<file path="src/rtl/rttb_pkg.sv">
// rttb_pkg: types, codes and reset constants for the RTT estimator with
// retransmission timeout backoff. No dependencies; every rtl file imports it.
package rttb_pkg;

   // Field widths
   localparam int unsigned MsWidth    = 24;
   localparam int unsigned StateWidth = 26;
   localparam int unsigned CountWidth = 8;
   localparam int unsigned CsrIdxWidth = 2;

   // Reset values
   localparam logic [MsWidth-1:0]    MinTimeoutReset     = 24'd2000;
   localparam logic [MsWidth-1:0]    MaxTimeoutReset     = 24'd60000;
   localparam logic [CountWidth-1:0] MaxRetransmitsReset = 8'd3;
   localparam logic [StateWidth-1:0] DeviationReset      = 26'd750;
   // 0 + 4*750 lies inside the reset clamp window
   localparam logic [MsWidth-1:0]    TimeoutReset        = 24'd3000;

   // Event codes; code 3 is unused and leaves the state alone
   typedef enum logic [1:0] {
      MODE_NEW_PACKET = 2'd0,
      MODE_SAMPLE     = 2'd1,
      MODE_TIMEOUT    = 2'd2
   } mode_type;

   // Register indexes on the csr port
   typedef enum logic [CsrIdxWidth-1:0] {
      CSR_MIN_TIMEOUT     = 2'd0,
      CSR_MAX_TIMEOUT     = 2'd1,
      CSR_MAX_RETRANSMITS = 2'd2
   } csr_index_type;

   typedef struct packed {
      logic [1:0]         mode;
      logic [MsWidth-1:0] sample_ms;
   } req_type;

   typedef struct packed {
      logic [MsWidth-1:0] timeout_ms;
      logic               give_up;
   } rsp_type;

   typedef struct packed {
      logic [MsWidth-1:0]    min_timeout;
      logic [MsWidth-1:0]    max_timeout;
      logic [CountWidth-1:0] max_retransmits;
   } cfg_type;

   typedef struct packed {
      logic [StateWidth-1:0] smoothed_rtt;
      logic [StateWidth-1:0] rtt_deviation;
      logic [MsWidth-1:0]    current_timeout;
      logic [CountWidth-1:0] retransmit_count;
   } est_state_type;

endpackage

</file>
<file path="src/rtl/rttb_csr.sv">
// rttb_csr: configuration registers (timeout clamps and retransmit limit).
// Depends on rttb_pkg.
module rttb_csr (
   input  logic                            clock,
   input  logic                            reset,
   input  logic                            csr_we,
   input  logic [rttb_pkg::CsrIdxWidth-1:0] csr_index,
   input  logic [rttb_pkg::MsWidth-1:0]    csr_wdata,
   output rttb_pkg::cfg_type               cfg
);
   import rttb_pkg::*;

   cfg_type cfg_ff;
   cfg_type cfg_in;

   // Decode one write per cycle; unknown indexes are dropped
   always_comb begin
      cfg_in = cfg_ff;
      if (csr_we) begin
         case (csr_index)
            CSR_MIN_TIMEOUT:     cfg_in.min_timeout     = csr_wdata;
            CSR_MAX_TIMEOUT:     cfg_in.max_timeout     = csr_wdata;
            CSR_MAX_RETRANSMITS: cfg_in.max_retransmits = csr_wdata[CountWidth-1:0];
            default:             cfg_in = cfg_ff;
         endcase
      end
   end

   always_ff @(posedge clock) begin
      if (reset) begin
         cfg_ff.min_timeout     <= MinTimeoutReset;
         cfg_ff.max_timeout     <= MaxTimeoutReset;
         cfg_ff.max_retransmits <= MaxRetransmitsReset;
      end else begin
         cfg_ff <= cfg_in;
      end
   end

   assign cfg = cfg_ff;
endmodule

</file>
<file path="src/rtl/rttb_update.sv">
// rttb_update: combinational next-state and result for one event.
// Depends on rttb_pkg.
module rttb_update (
   input  rttb_pkg::req_type       req,
   input  rttb_pkg::cfg_type       cfg,
   input  rttb_pkg::est_state_type cur,
   output rttb_pkg::est_state_type nxt,
   output rttb_pkg::rsp_type       rsp
);
   import rttb_pkg::*;

   localparam int unsigned SW = StateWidth + 1;  // signed working width
   localparam int unsigned TW = StateWidth + 2;  // timeout candidate width

   // Clamp: below min gives min, else above max gives max
   function automatic logic [MsWidth-1:0] clamp_ms(input logic [TW-1:0] v,
                                                  input logic [MsWidth-1:0] lo,
                                                  input logic [MsWidth-1:0] hi);
      logic [MsWidth-1:0] res;
      if (v < TW'(lo))
         res = lo;
      else if (v > TW'(hi))
         res = hi;
      else
         res = v[MsWidth-1:0];
      return res;
   endfunction

   logic signed [SW-1:0] srtt_x, dev_x, sample_x;
   logic signed [SW-1:0] delta, mag, err;
   logic signed [SW-1:0] srtt_new, dev_new;
   logic [TW-1:0]        rto_sample, rto_double;
   logic [CountWidth-1:0] count_inc;

   // Sample path: ceil(delta/8) and ceil(err/4) via bias then arithmetic shift
   always_comb begin
      srtt_x   = $signed({1'b0, cur.smoothed_rtt});
      dev_x    = $signed({1'b0, cur.rtt_deviation});
      sample_x = $signed({{(SW-MsWidth){1'b0}}, req.sample_ms});
      delta    = sample_x - srtt_x;
      srtt_new = srtt_x + ((delta + SW'(7)) >>> 3);
      mag      = delta[SW-1] ? -delta : delta;
      err      = mag - dev_x;
      dev_new  = dev_x + ((err + SW'(3)) >>> 2);
      rto_sample = {2'b00, srtt_new[StateWidth-1:0]}
                 + {dev_new[StateWidth-1:0], 2'b00};
   end

   // Timeout path: double and saturating count
   assign rto_double = {{(TW-MsWidth-1){1'b0}}, cur.current_timeout, 1'b0};
   assign count_inc  = (cur.retransmit_count == {CountWidth{1'b1}}) ?
                       cur.retransmit_count : cur.retransmit_count + 1'b1;

   // Select by event kind
   always_comb begin
      nxt         = cur;
      rsp.give_up = 1'b0;
      case (req.mode)
         MODE_NEW_PACKET: begin
            nxt.retransmit_count = '0;
         end
         MODE_SAMPLE: begin
            nxt.smoothed_rtt    = srtt_new[StateWidth-1:0];
            nxt.rtt_deviation   = dev_new[StateWidth-1:0];
            nxt.current_timeout = clamp_ms(rto_sample, cfg.min_timeout, cfg.max_timeout);
         end
         MODE_TIMEOUT: begin
            nxt.current_timeout  = clamp_ms(rto_double, cfg.min_timeout, cfg.max_timeout);
            nxt.retransmit_count = count_inc;
            rsp.give_up          = (count_inc > cfg.max_retransmits);
         end
         default: begin
            nxt = cur;
         end
      endcase
      rsp.timeout_ms = nxt.current_timeout;
   end
endmodule

</file>
<file path="src/rtl/rtt_estimator_rto_backoff.sv">
// rtt_estimator_rto_backoff: top level; request register, estimator state,
// result register. Depends on rttb_pkg, rttb_csr and rttb_update.
//
//  channel  direction  handshake            payload
//  req      in         req_valid/req_ready  rttb_pkg::req_type (mode, sample_ms)
//  rsp      out        rsp_valid/rsp_ready  rttb_pkg::rsp_type (timeout_ms, give_up)
//  csr      in         csr_we (no wait)     csr_index, csr_wdata
//
// rsp_valid rises once an accepted request has passed the request register and
// then the result register; one request per cycle is sustained while rsp_ready
// is high, as the state update in rttb_update is combinational.
// Synchronous reset clears valids, state and config registers to their reset values.
// A stalled result holds the request register; req_ready drops only when both
// the request register and the result register are full and rsp_ready is low.
module rtt_estimator_rto_backoff (
   input  logic                             clock,
   input  logic                             reset,
   input  logic                             req_valid,
   output logic                             req_ready,
   input  rttb_pkg::req_type                req_data,
   output logic                             rsp_valid,
   input  logic                             rsp_ready,
   output rttb_pkg::rsp_type                rsp_data,
   input  logic                             csr_we,
   input  logic [rttb_pkg::CsrIdxWidth-1:0] csr_index,
   input  logic [rttb_pkg::MsWidth-1:0]     csr_wdata
);
   import rttb_pkg::*;

   cfg_type       cfg;
   req_type       req_ff;
   logic          req_valid_ff;
   est_state_type state_ff, state_in;
   rsp_type       rsp_ff, rsp_in;
   logic          rsp_valid_ff;
   logic          advance;

   rttb_csr u_csr (
      .clock     (clock),
      .reset     (reset),
      .csr_we    (csr_we),
      .csr_index (csr_index),
      .csr_wdata (csr_wdata),
      .cfg       (cfg)
   );

   rttb_update u_update (
      .req (req_ff),
      .cfg (cfg),
      .cur (state_ff),
      .nxt (state_in),
      .rsp (rsp_in)
   );

   // Handshake: the request register moves on whenever the result slot frees
   assign advance   = req_valid_ff && (!rsp_valid_ff || rsp_ready);
   assign req_ready = !req_valid_ff || advance;

   // Request register
   always_ff @(posedge clock) begin
      if (reset) begin
         req_valid_ff <= 1'b0;
      end else if (req_ready) begin
         req_valid_ff <= req_valid;
      end
   end

   always_ff @(posedge clock) begin
      if (req_ready && req_valid) begin
         req_ff <= req_data;
      end
   end

   // Estimator state, updated once per request
   always_ff @(posedge clock) begin
      if (reset) begin
         state_ff.smoothed_rtt     <= '0;
         state_ff.rtt_deviation    <= DeviationReset;
         state_ff.current_timeout  <= TimeoutReset;
         state_ff.retransmit_count <= '0;
      end else if (advance) begin
         state_ff <= state_in;
      end
   end

   // Result register
   always_ff @(posedge clock) begin
      if (reset) begin
         rsp_valid_ff <= 1'b0;
      end else if (advance) begin
         rsp_valid_ff <= 1'b1;
      end else if (rsp_ready) begin
         rsp_valid_ff <= 1'b0;
      end
   end

   always_ff @(posedge clock) begin
      if (advance) begin
         rsp_ff <= rsp_in;
      end
   end

   assign rsp_valid = rsp_valid_ff;
   assign rsp_data  = rsp_ff;

   // Checks
   a_giveup_count: assert property (@(posedge clock) disable iff (reset)
      rsp_valid_ff && rsp_ff.give_up |-> state_ff.retransmit_count > cfg.max_retransmits)
      else $error("give_up without retransmit count above limit");

   a_full_stall: assert property (@(posedge clock) disable iff (reset)
      req_valid_ff && rsp_valid_ff && !rsp_ready |-> !req_ready)
      else $error("request taken while pipeline full and stalled");

   a_advance_result: assert property (@(posedge clock) disable iff (reset)
      advance |=> rsp_valid_ff)
      else $error("advanced request produced no result");

   a_hold_state: assert property (@(posedge clock) disable iff (reset)
      !advance |=> $stable(state_ff))
      else $error("estimator state changed without a request");
endmodule
</file>
<file path="config.mk">
export PLATFORM = sky130hd
export DESIGN_NAME = rtt_estimator_rto_backoff
export DESIGN_NICKNAME = d
export VERILOG_FILES = /design/src/rtl/rttb_pkg.sv /design/src/rtl/rttb_csr.sv /design/src/rtl/rttb_update.sv /design/src/rtl/rtt_estimator_rto_backoff.sv
export SDC_FILE = /design/constraint.sdc
export NUM_CORES = 1
export LEC_CHECK = 0
export ABC_AREA = 1
export BUFFER_PORTS_ARGS = -buffer_cell sky130_fd_sc_hd__buf_4
export CORE_MARGIN = 4
export CORE_UTILIZATION = 55
export DETAILED_ROUTE_END_ITERATION = 8
export PLACE_DENSITY = 0.72
export SLEW_MARGIN = 25
export SYNTH_ARGS = -nofsm -noshare
export SYNTH_HDL_FRONTEND = slang
export SYNTH_HIERARCHICAL = 1
export SYNTH_SLANG_ARGS = --single-unit
</file>
<file path="constraint.sdc">
create_clock -name clock -period 11.35 [get_ports clock]
set_clock_uncertainty 0.15 [all_clocks]
set_input_delay 1.135 -clock clock [delete_from_list [all_inputs] [get_ports clock]]
set_output_delay 1.135 -clock clock [all_outputs]
set_load 0.05 [all_outputs]
</file>
# == Word-level counts from Yosys, hierarchy flattened ==
# Cells that the tools add are included.
# word_totals
register_bits,193
latchBits,0
ram_bits,0
romBits,0
input_bits,57
output_inout_bits,27
elab_cells,57
mem_count,0
# classes
n_addsub,9
multipliers,0
div_mod_pow,0
magnitude_cmp,5
n_eq_ne,5
n_shift,0
muxes,10
n_bitwise,0
reduce_logical,15
# ops
cell,n
24-bit two-way mux,4
24-bit one-hot mux with 2 select lines,1
26-bit by 28-bit adder with 28-bit output,1
28-bit by 24-bit greater-than comparator with 1-bit output,1
28-bit by 24-bit less-than comparator with 1-bit output,1
"27-bit by 3-bit adder with 27-bit output, second input constant",1
"27-bit by 4-bit adder with 27-bit output, second input constant",1
27-bit two-way mux,1
27-bit negator,1
24-bit by 26-bit subtractor with 27-bit output,1
27-bit subtractor,1
26-bit by 24-bit adder with 26-bit output,1
26-bit by 25-bit adder with 26-bit output,1
25-bit by 24-bit greater-than comparator with 1-bit output,1
25-bit by 24-bit less-than comparator with 1-bit output,1
8-bit one-hot mux with 2 select lines,1
2-bit AND reduction,5
"8-bit by 1-bit adder with 8-bit output, second input constant",1
"8-bit == test, second input constant",1
8-bit greater-than comparator,1
8-bit two-way mux,1
"2-bit by 1-bit == test with 1-bit output, second input constant",2
"2-bit == test, second input constant",2
2-bit zero test,2
5 further kinds,10

# == Longest topological paths before layout ==
# Gate-level depths: netlist of run 1.
# depth
word_depth,11
ltp_mapped,61
ltp_nobuf,59

# == Cells and area by module ==
# Netlist of run 1, hierarchy kept.
# modules_own_cells
module,instances,cells_each,area_per_inst_um2,seq_area_each_um2
rttb_update,1,2328,13377.8,0.0
rtt_estimator_rto_backoff,1,584,5291.3,3253.1
rttb_csr,1,335,2294.7,1121.1

# == Least setup slack after synthesis of run 1 ==
# No wires, ideal clock.
# synth_path
kind,flip-flop to flip-flop
startpoint,reg req_ff[0] in the netlist's numbering
endpoint,reg state_ff[21] in the netlist's numbering
setup_time_ns,0.064
arrival_time_ns,8.681
required_ns,11.136
slack_ns,2.455
path_stages_with_launch,54
path_buffers,2
period_less_slack_ns,8.895
cell_sequence,edfxtp_1 > inv_1 > ha_1 > fa_1 > inv_1 > nand3_1 > nand2_2 > nand2_1 > nand2_2 > nand2_1 > nand3_1 > inv_1 > nor2_1 > clkbuf_1 > nor2_1 > xor2_1 > ha_1 > fa_1 > [18 not listed] > nand2_1 > nor4_1 > nand3_1 > nand3_1 > xor2_1 > ha_1 > nand4_1 > nor4_1 > a32o_1 > clkbuf_1 > nand4_1 > nand3_1 > nand2_1 > a21oi_2 > inv_1 > nand3_1 > nand2_1 > nor2_1
# synth_lines
element,line,source
from (decl),rtt_estimator_rto_backoff.sv:31,req_type req_ff;
from (signal assigned),rtt_estimator_rto_backoff.sv:70,req_ff <= req_data;
to (signal assigned),rtt_estimator_rto_backoff.sv:82,state_ff <= state_in;
to (decl),rtt_estimator_rto_backoff.sv:33,"est_state_type state_ff, state_in;"

==> impl_metrics.tcl, run 1 <==
set metrics [dict create \
    die_x_um 203 \
    antenna_found_initial 1 \
    num_vias 21000 \
    crit_path_frequent_cell "nand2_1" \
    reg2reg_slack_ns 0.76 \
    first_iter_violations 1569 \
    synth-compound-area-share_pct 13.6 \
    ys_warn_count 6 \
    cts_buffer_depth 2 \
    slew_headroom_pct 33.8 \
    synth_mux_area_share_pct 0 \
    firstDrtPassIters 5 \
    cp_max_fo 24 \
    synth_cell_types 56 \
    synthSimpleGateAreaFrac_pct 30.3 \
    synth_xor_area_share_pct 5.93 \
    grt_usage_pct 30.3 \
    ios 84 \
    place_area_sq_um 21600 \
    clk_latency_ns 0.48 \
    cp.required_ns 11.62 \
    rsz0062_at_grt "false" \
    fin_crit_sh_pct 93.3 \
    die_height_um 203 \
    max_freq_mhz 94.4 \
    synth_top_family_by_area "simple AND/OR/NAND/NOR gates" \
    dieArea_sq_um 41300 \
    first_global_vias 20200 \
    tightest_slew_ns 0.993 \
    ys_seq_area_share_pct 20.9 \
    start_kind "register" \
    syn_inst 3247 \
    fillers 3730 \
    hold_path.class "reg -> reg" \
    slowest_delay_ns 0.54 \
    async_flop_share_pct 0 \
    path_class "reg -> reg" \
    netlist_area_sq_um 21000 \
    cts_made_buffers 17 \
    fin_area_sq_um 22200 \
    synth_edf_count 51 \
    drive_above_1_share_pct 6.85 \
    vias_per_cell 5.61 \
    period_minus_slack_ns 10.59 \
    grt_pass1_wl_mm 102 \
    outcome "finished clean" \
    cts_tree "yes" \
    hpwl_mm 48.7 \
    finalSetupViolations 0 \
    worstPathArrival_ns 10.86 \
    finalSetupTns_ns 0 \
    slew_violations 0 \
    path_clk_slew_ns 0.08 \
    rows 71 \
    portBuffers 83 \
    drv_cap 0 \
    end_kind "register" \
    core_sq_um 37700 \
    drc 0 \
    gp_congestion 0.965 \
    wl_per_cell_um 17.0 \
    initial_core_util_pct 55.7 \
    ys.flop_type "dfxtp_1" \
    h-tree-depth 4 \
    grt_start_max_net_pins 90 \
    synth-seq-cells 193 \
    ant_nets 0 \
    root_buffer "clkbuf_16" \
    yosys.area_share.adder_pct 15.6 \
    slowest_stage "o21ai_0" \
    synth_nets 3563 \
    syn_to_final_growth_pct 5.77 \
    cts_sinks 193 \
    routed_wl_mm 63.9 \
    overflow 0 \
    finalHoldViolations 0 \
    syn_avg_cell_area_sq_um 6.46 \
    fin_nets 3542 \
]
[per-layer routing]
| metal | wire (um) | track usage, % | up-vias |
|---|---|---|---|
| met4 | 2990 | 13.8 | 0 |
| met1 | 26600 | 36.8 | 9685 |
| li1 | - | - | 10500 |
| met2 | 31100 | 53.8 | 689 |
| met5 | 0 | 0 | - |
| met3 | 3170 | 3.72 | 156 |
[Yosys cell counts, types with 17 or more instances]
master    instances  area (sq um)
nand3_1         278          1390
inv_1           528          1980
nor2_1          281          1050
nor3_1           17          85.1
o21ai_0         128           641
a21oi_1         272          1360
xor2_1          104           911
buf_2            42           210
nand2_1         733          2750
clkbuf_1         40           150
edfxtp_1         51          1530
nand4_1          90           563
ha_1            254          3180
o211ai_1         28           210
buf_4            32           240
dfxtp_1         142          2840
a21oi_2          19           166
xnor2_1          36           315
nand2_2          22           138
[sequential cells by signal, indices dropped and copies added (netlist names)]
signal	count
state_ff	84
req_valid_ff	1
rsp_data	25
u_csr/cfg	56
rsp_valid	1
req_ff	26
[through the flow]
| stage | setup slack (ns) | util [%] | hold slack (ns) | instances |
|---|---|---|---|---|
| after detailed placement | 0.496 | 57.2 | 0.337 | 3717 |
| after CTS | 0.458 | 58.8 | 0.349 | 3749 |
| final | 0.761 | 58.9 | 0.349 | 3751 |
| after floorplan | 2.46 | - | 0.279 | 3247 |
| after global placement | 0.694 | 57.2 | 0.318 | 3717 |
| after global routing | 0.0275 | 58.9 | 0.358 | 3751 |
[what timing repair did]
item	in CTS	in global routing
gates resized for setup	0	4
endpoints found under the hold margin	0	0
endpoints found under the setup margin	0	48
hold buffers	0	0
buffers inserted	0	1
[placed cells by master (no fill, tap or decap), types with 28 or more instances in the layout]
master	netlist	final
nand3_1	278	278
ha_1	254	253
dfxtp_1	142	141
a21oi_1	272	272
nor2_1	281	280
edfxtp_1	51	51
inv_1	528	526
buf_4	32	101
o211ai_1	28	28
nand4_1	90	90
xor2_1	104	104
o21ai_0	128	127
xnor2_1	36	36
nand2_1	733	732
[final timing paths]
path                                     end  depth (start not counted)                  startpoint
setup / recovery   state_ff[27]$_SDFFE_PP0P_                         53         req_ff[0]$_DFFE_PP_
hold / removal    u_csr/cfg[42]$_SDFFE_PP1P_                          2  u_csr/cfg[42]$_SDFFE_PP1P_
setup reg to reg   state_ff[27]$_SDFFE_PP0P_                         53         req_ff[0]$_DFFE_PP_
hold reg to reg   u_csr/cfg[42]$_SDFFE_PP1P_                          2  u_csr/cfg[42]$_SDFFE_PP1P_
[cells by family after synthesis]
logic type / Yosys count
XOR/XNOR: 141
adder cells (fa/ha/maj): 259
AO/OA/AOI/OAI: 508
AND/OR/NAND/NOR: 1466
flip-flops: 193
buffers and inverters: 680
[critical path, delay by kind of cell, from the launching register on]
family	cells	cell delay [ns]
xor+xnor	3	0.59
flops	1	0.32
fa+ha+maj	7	2.19
simple gates	25	3.38
compound gates	10	2.87
buf+inv	8	1.00
[cell type report]
type / instances / area [sq um] / area share, %
sequential: 193 / 4380 / 19.7
clock buffer: 18 / 429 / 1.94
clock inverter: 14 / 161 / 0.728
tap: 511 / 639 / 2.88
multi-input combinational: 2374 / 13800 / 62.1
inverter: 538 / 2020 / 9.12
timing repair buffer: 102 / 769 / 3.47
antenna: 1 / 2.50 / 0.0113
Power of run 1 is left out: the tool's default activity adds up to more than one toggle a clock period on the data nets, which glitch-free logic cannot reach.
==> run 2, diff against run 1 <==
--- a/config.mk
+++ b/config.mk
@@ -5,7 +5,6 @@
 export SDC_FILE = /design/constraint.sdc
 export NUM_CORES = 1
 export LEC_CHECK = 0
-export ABC_AREA = 1
 export BUFFER_PORTS_ARGS = -buffer_cell sky130_fd_sc_hd__buf_4
 export CORE_MARGIN = 4
 export CORE_UTILIZATION = 55
==> impl_metrics.tcl, run 2 <==
set metrics [dict create \
    outcome "finished clean" \
    routed_wl_mm 58.0 \
    tightest_slew_ns 1.05 \
    final_cells 2959 \
    slowest_delay_ns 0.51 \
    ys_seq_area_share_pct 21.5 \
    finalSetupViolations 0 \
    firstDrtPassIters 5 \
    synth_nets 2770 \
    reg2reg_slack_ns 0.42 \
    drive_above_1_share_pct 11.8 \
    vias_per_cell 6.16 \
    fin_crit_sh_pct 96.3 \
    synth-seq-cells 193 \
    crit_buf_inv 5 \
    num_vias 18200 \
    root_buffer "clkbuf_16" \
    final_util_pct 60.9 \
    gp_congestion 0.936 \
    min_from "u_csr/cfg[7]$_SDFFE_PP0P_" \
    r2r-start "req_ff[0]$_DFFE_PP_" \
    synth_cell_types 90 \
    critPathTopFamily "simple AND/OR/NAND/NOR gates" \
    ys.flop_type "dfxtp_1" \
    finalHoldViolations 0 \
    initial_core_util_pct 55.6 \
    overflow 0 \
    fin_nets 2794 \
    layout_commonest_cell "ha_1" \
    yosys-top-cells-area "ha_1 16%, dfxtp_1 14%, mux2i_1 8.3%, edfxtp_1 7.5%, nand2b_1 7.0%" \
    netlist_area_sq_um 20400 \
    dieArea_sq_um 40200 \
    portBuffers 83 \
    fillers 3182 \
    slowest_stage "or4_1" \
    post-place-ws_ns -0.392 \
    drc 0 \
    min_path_cells 2 \
    async_flop_share_pct 0 \
    hpwl_mm 44.1 \
    postCtsHoldBufs 0 \
    core_sq_um 36600 \
    clk_latency_ns 0.49 \
    synth_common_cells "254 x ha_1, 227 x nand2b_1, 174 x nor2_1" \
    slew_violations 0 \
    syn_inst 2454 \
    path_clk_slew_ns 0.08 \
    h-tree-depth 4 \
    end_kind "register" \
    grt_start_max_net_pins 168 \
    yosysMostFrequentCell "ha_1" \
    first_global_vias 17800 \
    period_minus_slack_ns 10.93 \
    rows 70 \
    die_x_um 200 \
    cp.required_ns 11.56 \
    ant_nets 0 \
    hold_path_end "u_csr/cfg[7]$_SDFFE_PP0P_" \
    regArea_sq_um 4370 \
    finalSetupTns_ns 0 \
    final_cell_mix "246 x ha_1, 227 x nand2b_1, 172 x nor2_1" \
    ios 84 \
    path_depth 50 \
    netlist.top_cell.by_area "ha_1" \
    grt_pass1_wl_mm 91.8 \
    crit_path_frequent_cell "ha_1" \
    top_register "state_ff" \
    r2r_cells 50 \
    cts_tree "yes" \
    first_iter_violations 1510 \
    grt_usage_pct 27.7 \
    path_class "reg -> reg" \
    wl_per_cell_um 19.6 \
    synth_edf_count 51 \
    die_height_um 200 \
    slew_headroom_pct 29.9 \
    multiInputGateArea_sq_um 15100 \
    start_kind "register" \
    hold_path.class "reg -> reg" \
    antenna_cells 0 \
    reg2reg_to "state_ff[24]$_SDFFE_PP0P_" \
    cts_made_buffers 17 \
    fin_ws_ns 0.421 \
    syn_avg_cell_area_sq_um 8.30 \
    antenna_found_initial 0 \
    cts_buffer_depth 2 \
    syn_to_final_growth_pct 9.48 \
    placedCellCount 2910 \
    ys_warn_count 6 \
    worstPathArrival_ns 11.13 \
    cts_sinks 193 \
    yosys.area.top_type_share_pct 15.6 \
    max_freq_mhz 91.5 \
    largest_reg_flops 84 \
    cp_max_fo 11 \
    drv_cap 0 \
]
## run 2: cell count changes after synthesis, moves of 64 or more
cell      before  now
nand2_1      733  130
nor2_1       281  174
a21oi_1      272  125
inv_1        528  152
xor2_1       104   40
xnor2_1       36  100
mux2i_1        0  169
nand2b_1       0  227
nand3_1      278   59
## run 2: layout make-up
| cell class | count | area share (%) |
|---|---|---|
| repair buffers | 134 | 4.84 |
| clock inverters | 14 | 0.730 |
| flip-flops and latches | 193 | 19.6 |
| clock buffers | 18 | 1.92 |
| inverters | 154 | 2.62 |
| multi-input cells | 1978 | 67.6 |
| well taps | 468 | 2.63 |
## run 2: routing by layer
metal	wire, um	global-route usage (%)	up-vias
met2	28700	49.4	585
met1	24800	34.5	8665
met5	0	0	-
li1	-	-	8877
met3	2610	3.63	96
met4	1820	9.46	0
## run 2: worst max path at each step
stage / start / end
2_1_floorplan: req_ff[0]$_DFFE_PP_ / rsp_data[11]$_DFFE_PP_
3_3_place_gp: req_ff[0]$_DFFE_PP_ / state_ff[12]$_SDFFE_PP1P_
3_5_place_dp: req_ff[0]$_DFFE_PP_ / state_ff[12]$_SDFFE_PP1P_
4_1_cts: req_ff[0]$_DFFE_PP_ / state_ff[16]$_SDFFE_PP1P_
5_1_grt: req_ff[0]$_DFFE_PP_ / state_ff[31]$_SDFFE_PP0P_
6_report: req_ff[0]$_DFFE_PP_ / state_ff[24]$_SDFFE_PP0P_
## run 2: metrics by stage
stage	hold WS [ns]	instance area, sq um
floorplan	0.299	20400
global placement	0.319	21200
detailed placement	0.325	21200
CTS	0.340	21900
global route	0.359	22300
finish	0.330	22300
## run 2: timing repair
| item | CTS | global route |
|---|---|---|
| gates resized for setup | 14 | 69 |
| endpoints found under the setup margin | 48 | 48 |
| cloned | 1 | 0 |
| buffers inserted | 3 | 12 |
| pin swaps | 4 | 30 |
## run 2: cells by family (layout without fill, tap and decap cells)
logic type               count (synthesis)  after routing  share of synthesized area [%]
flip-flops                             193            193                           21.5
adder cells (fa/ha/maj)                259            259                           16.1
multiplexers                           180            180                           8.91
XOR/XNOR                               142            142                           6.22
buffers and inverters                  283            320                           6.48
AND/OR/NAND/NOR                        808            808                           21.1
AO/OA/AOI/OAI                          589            589                           19.7
## run 2: worst reg2reg max path: cells and delay by family (launching register included)
kind                     cells  cell delay (ns)
multiplexers                 2             0.32
AO/OA/AOI/OAI               17             3.35
buffers and inverters        5             0.70
AND/OR/NAND/NOR             17             3.73
XOR/XNOR                     2             0.25
adder cells (fa/ha/maj)      7             2.00
flip-flops                   1             0.33
Power of run 2 is left out for the same reason.
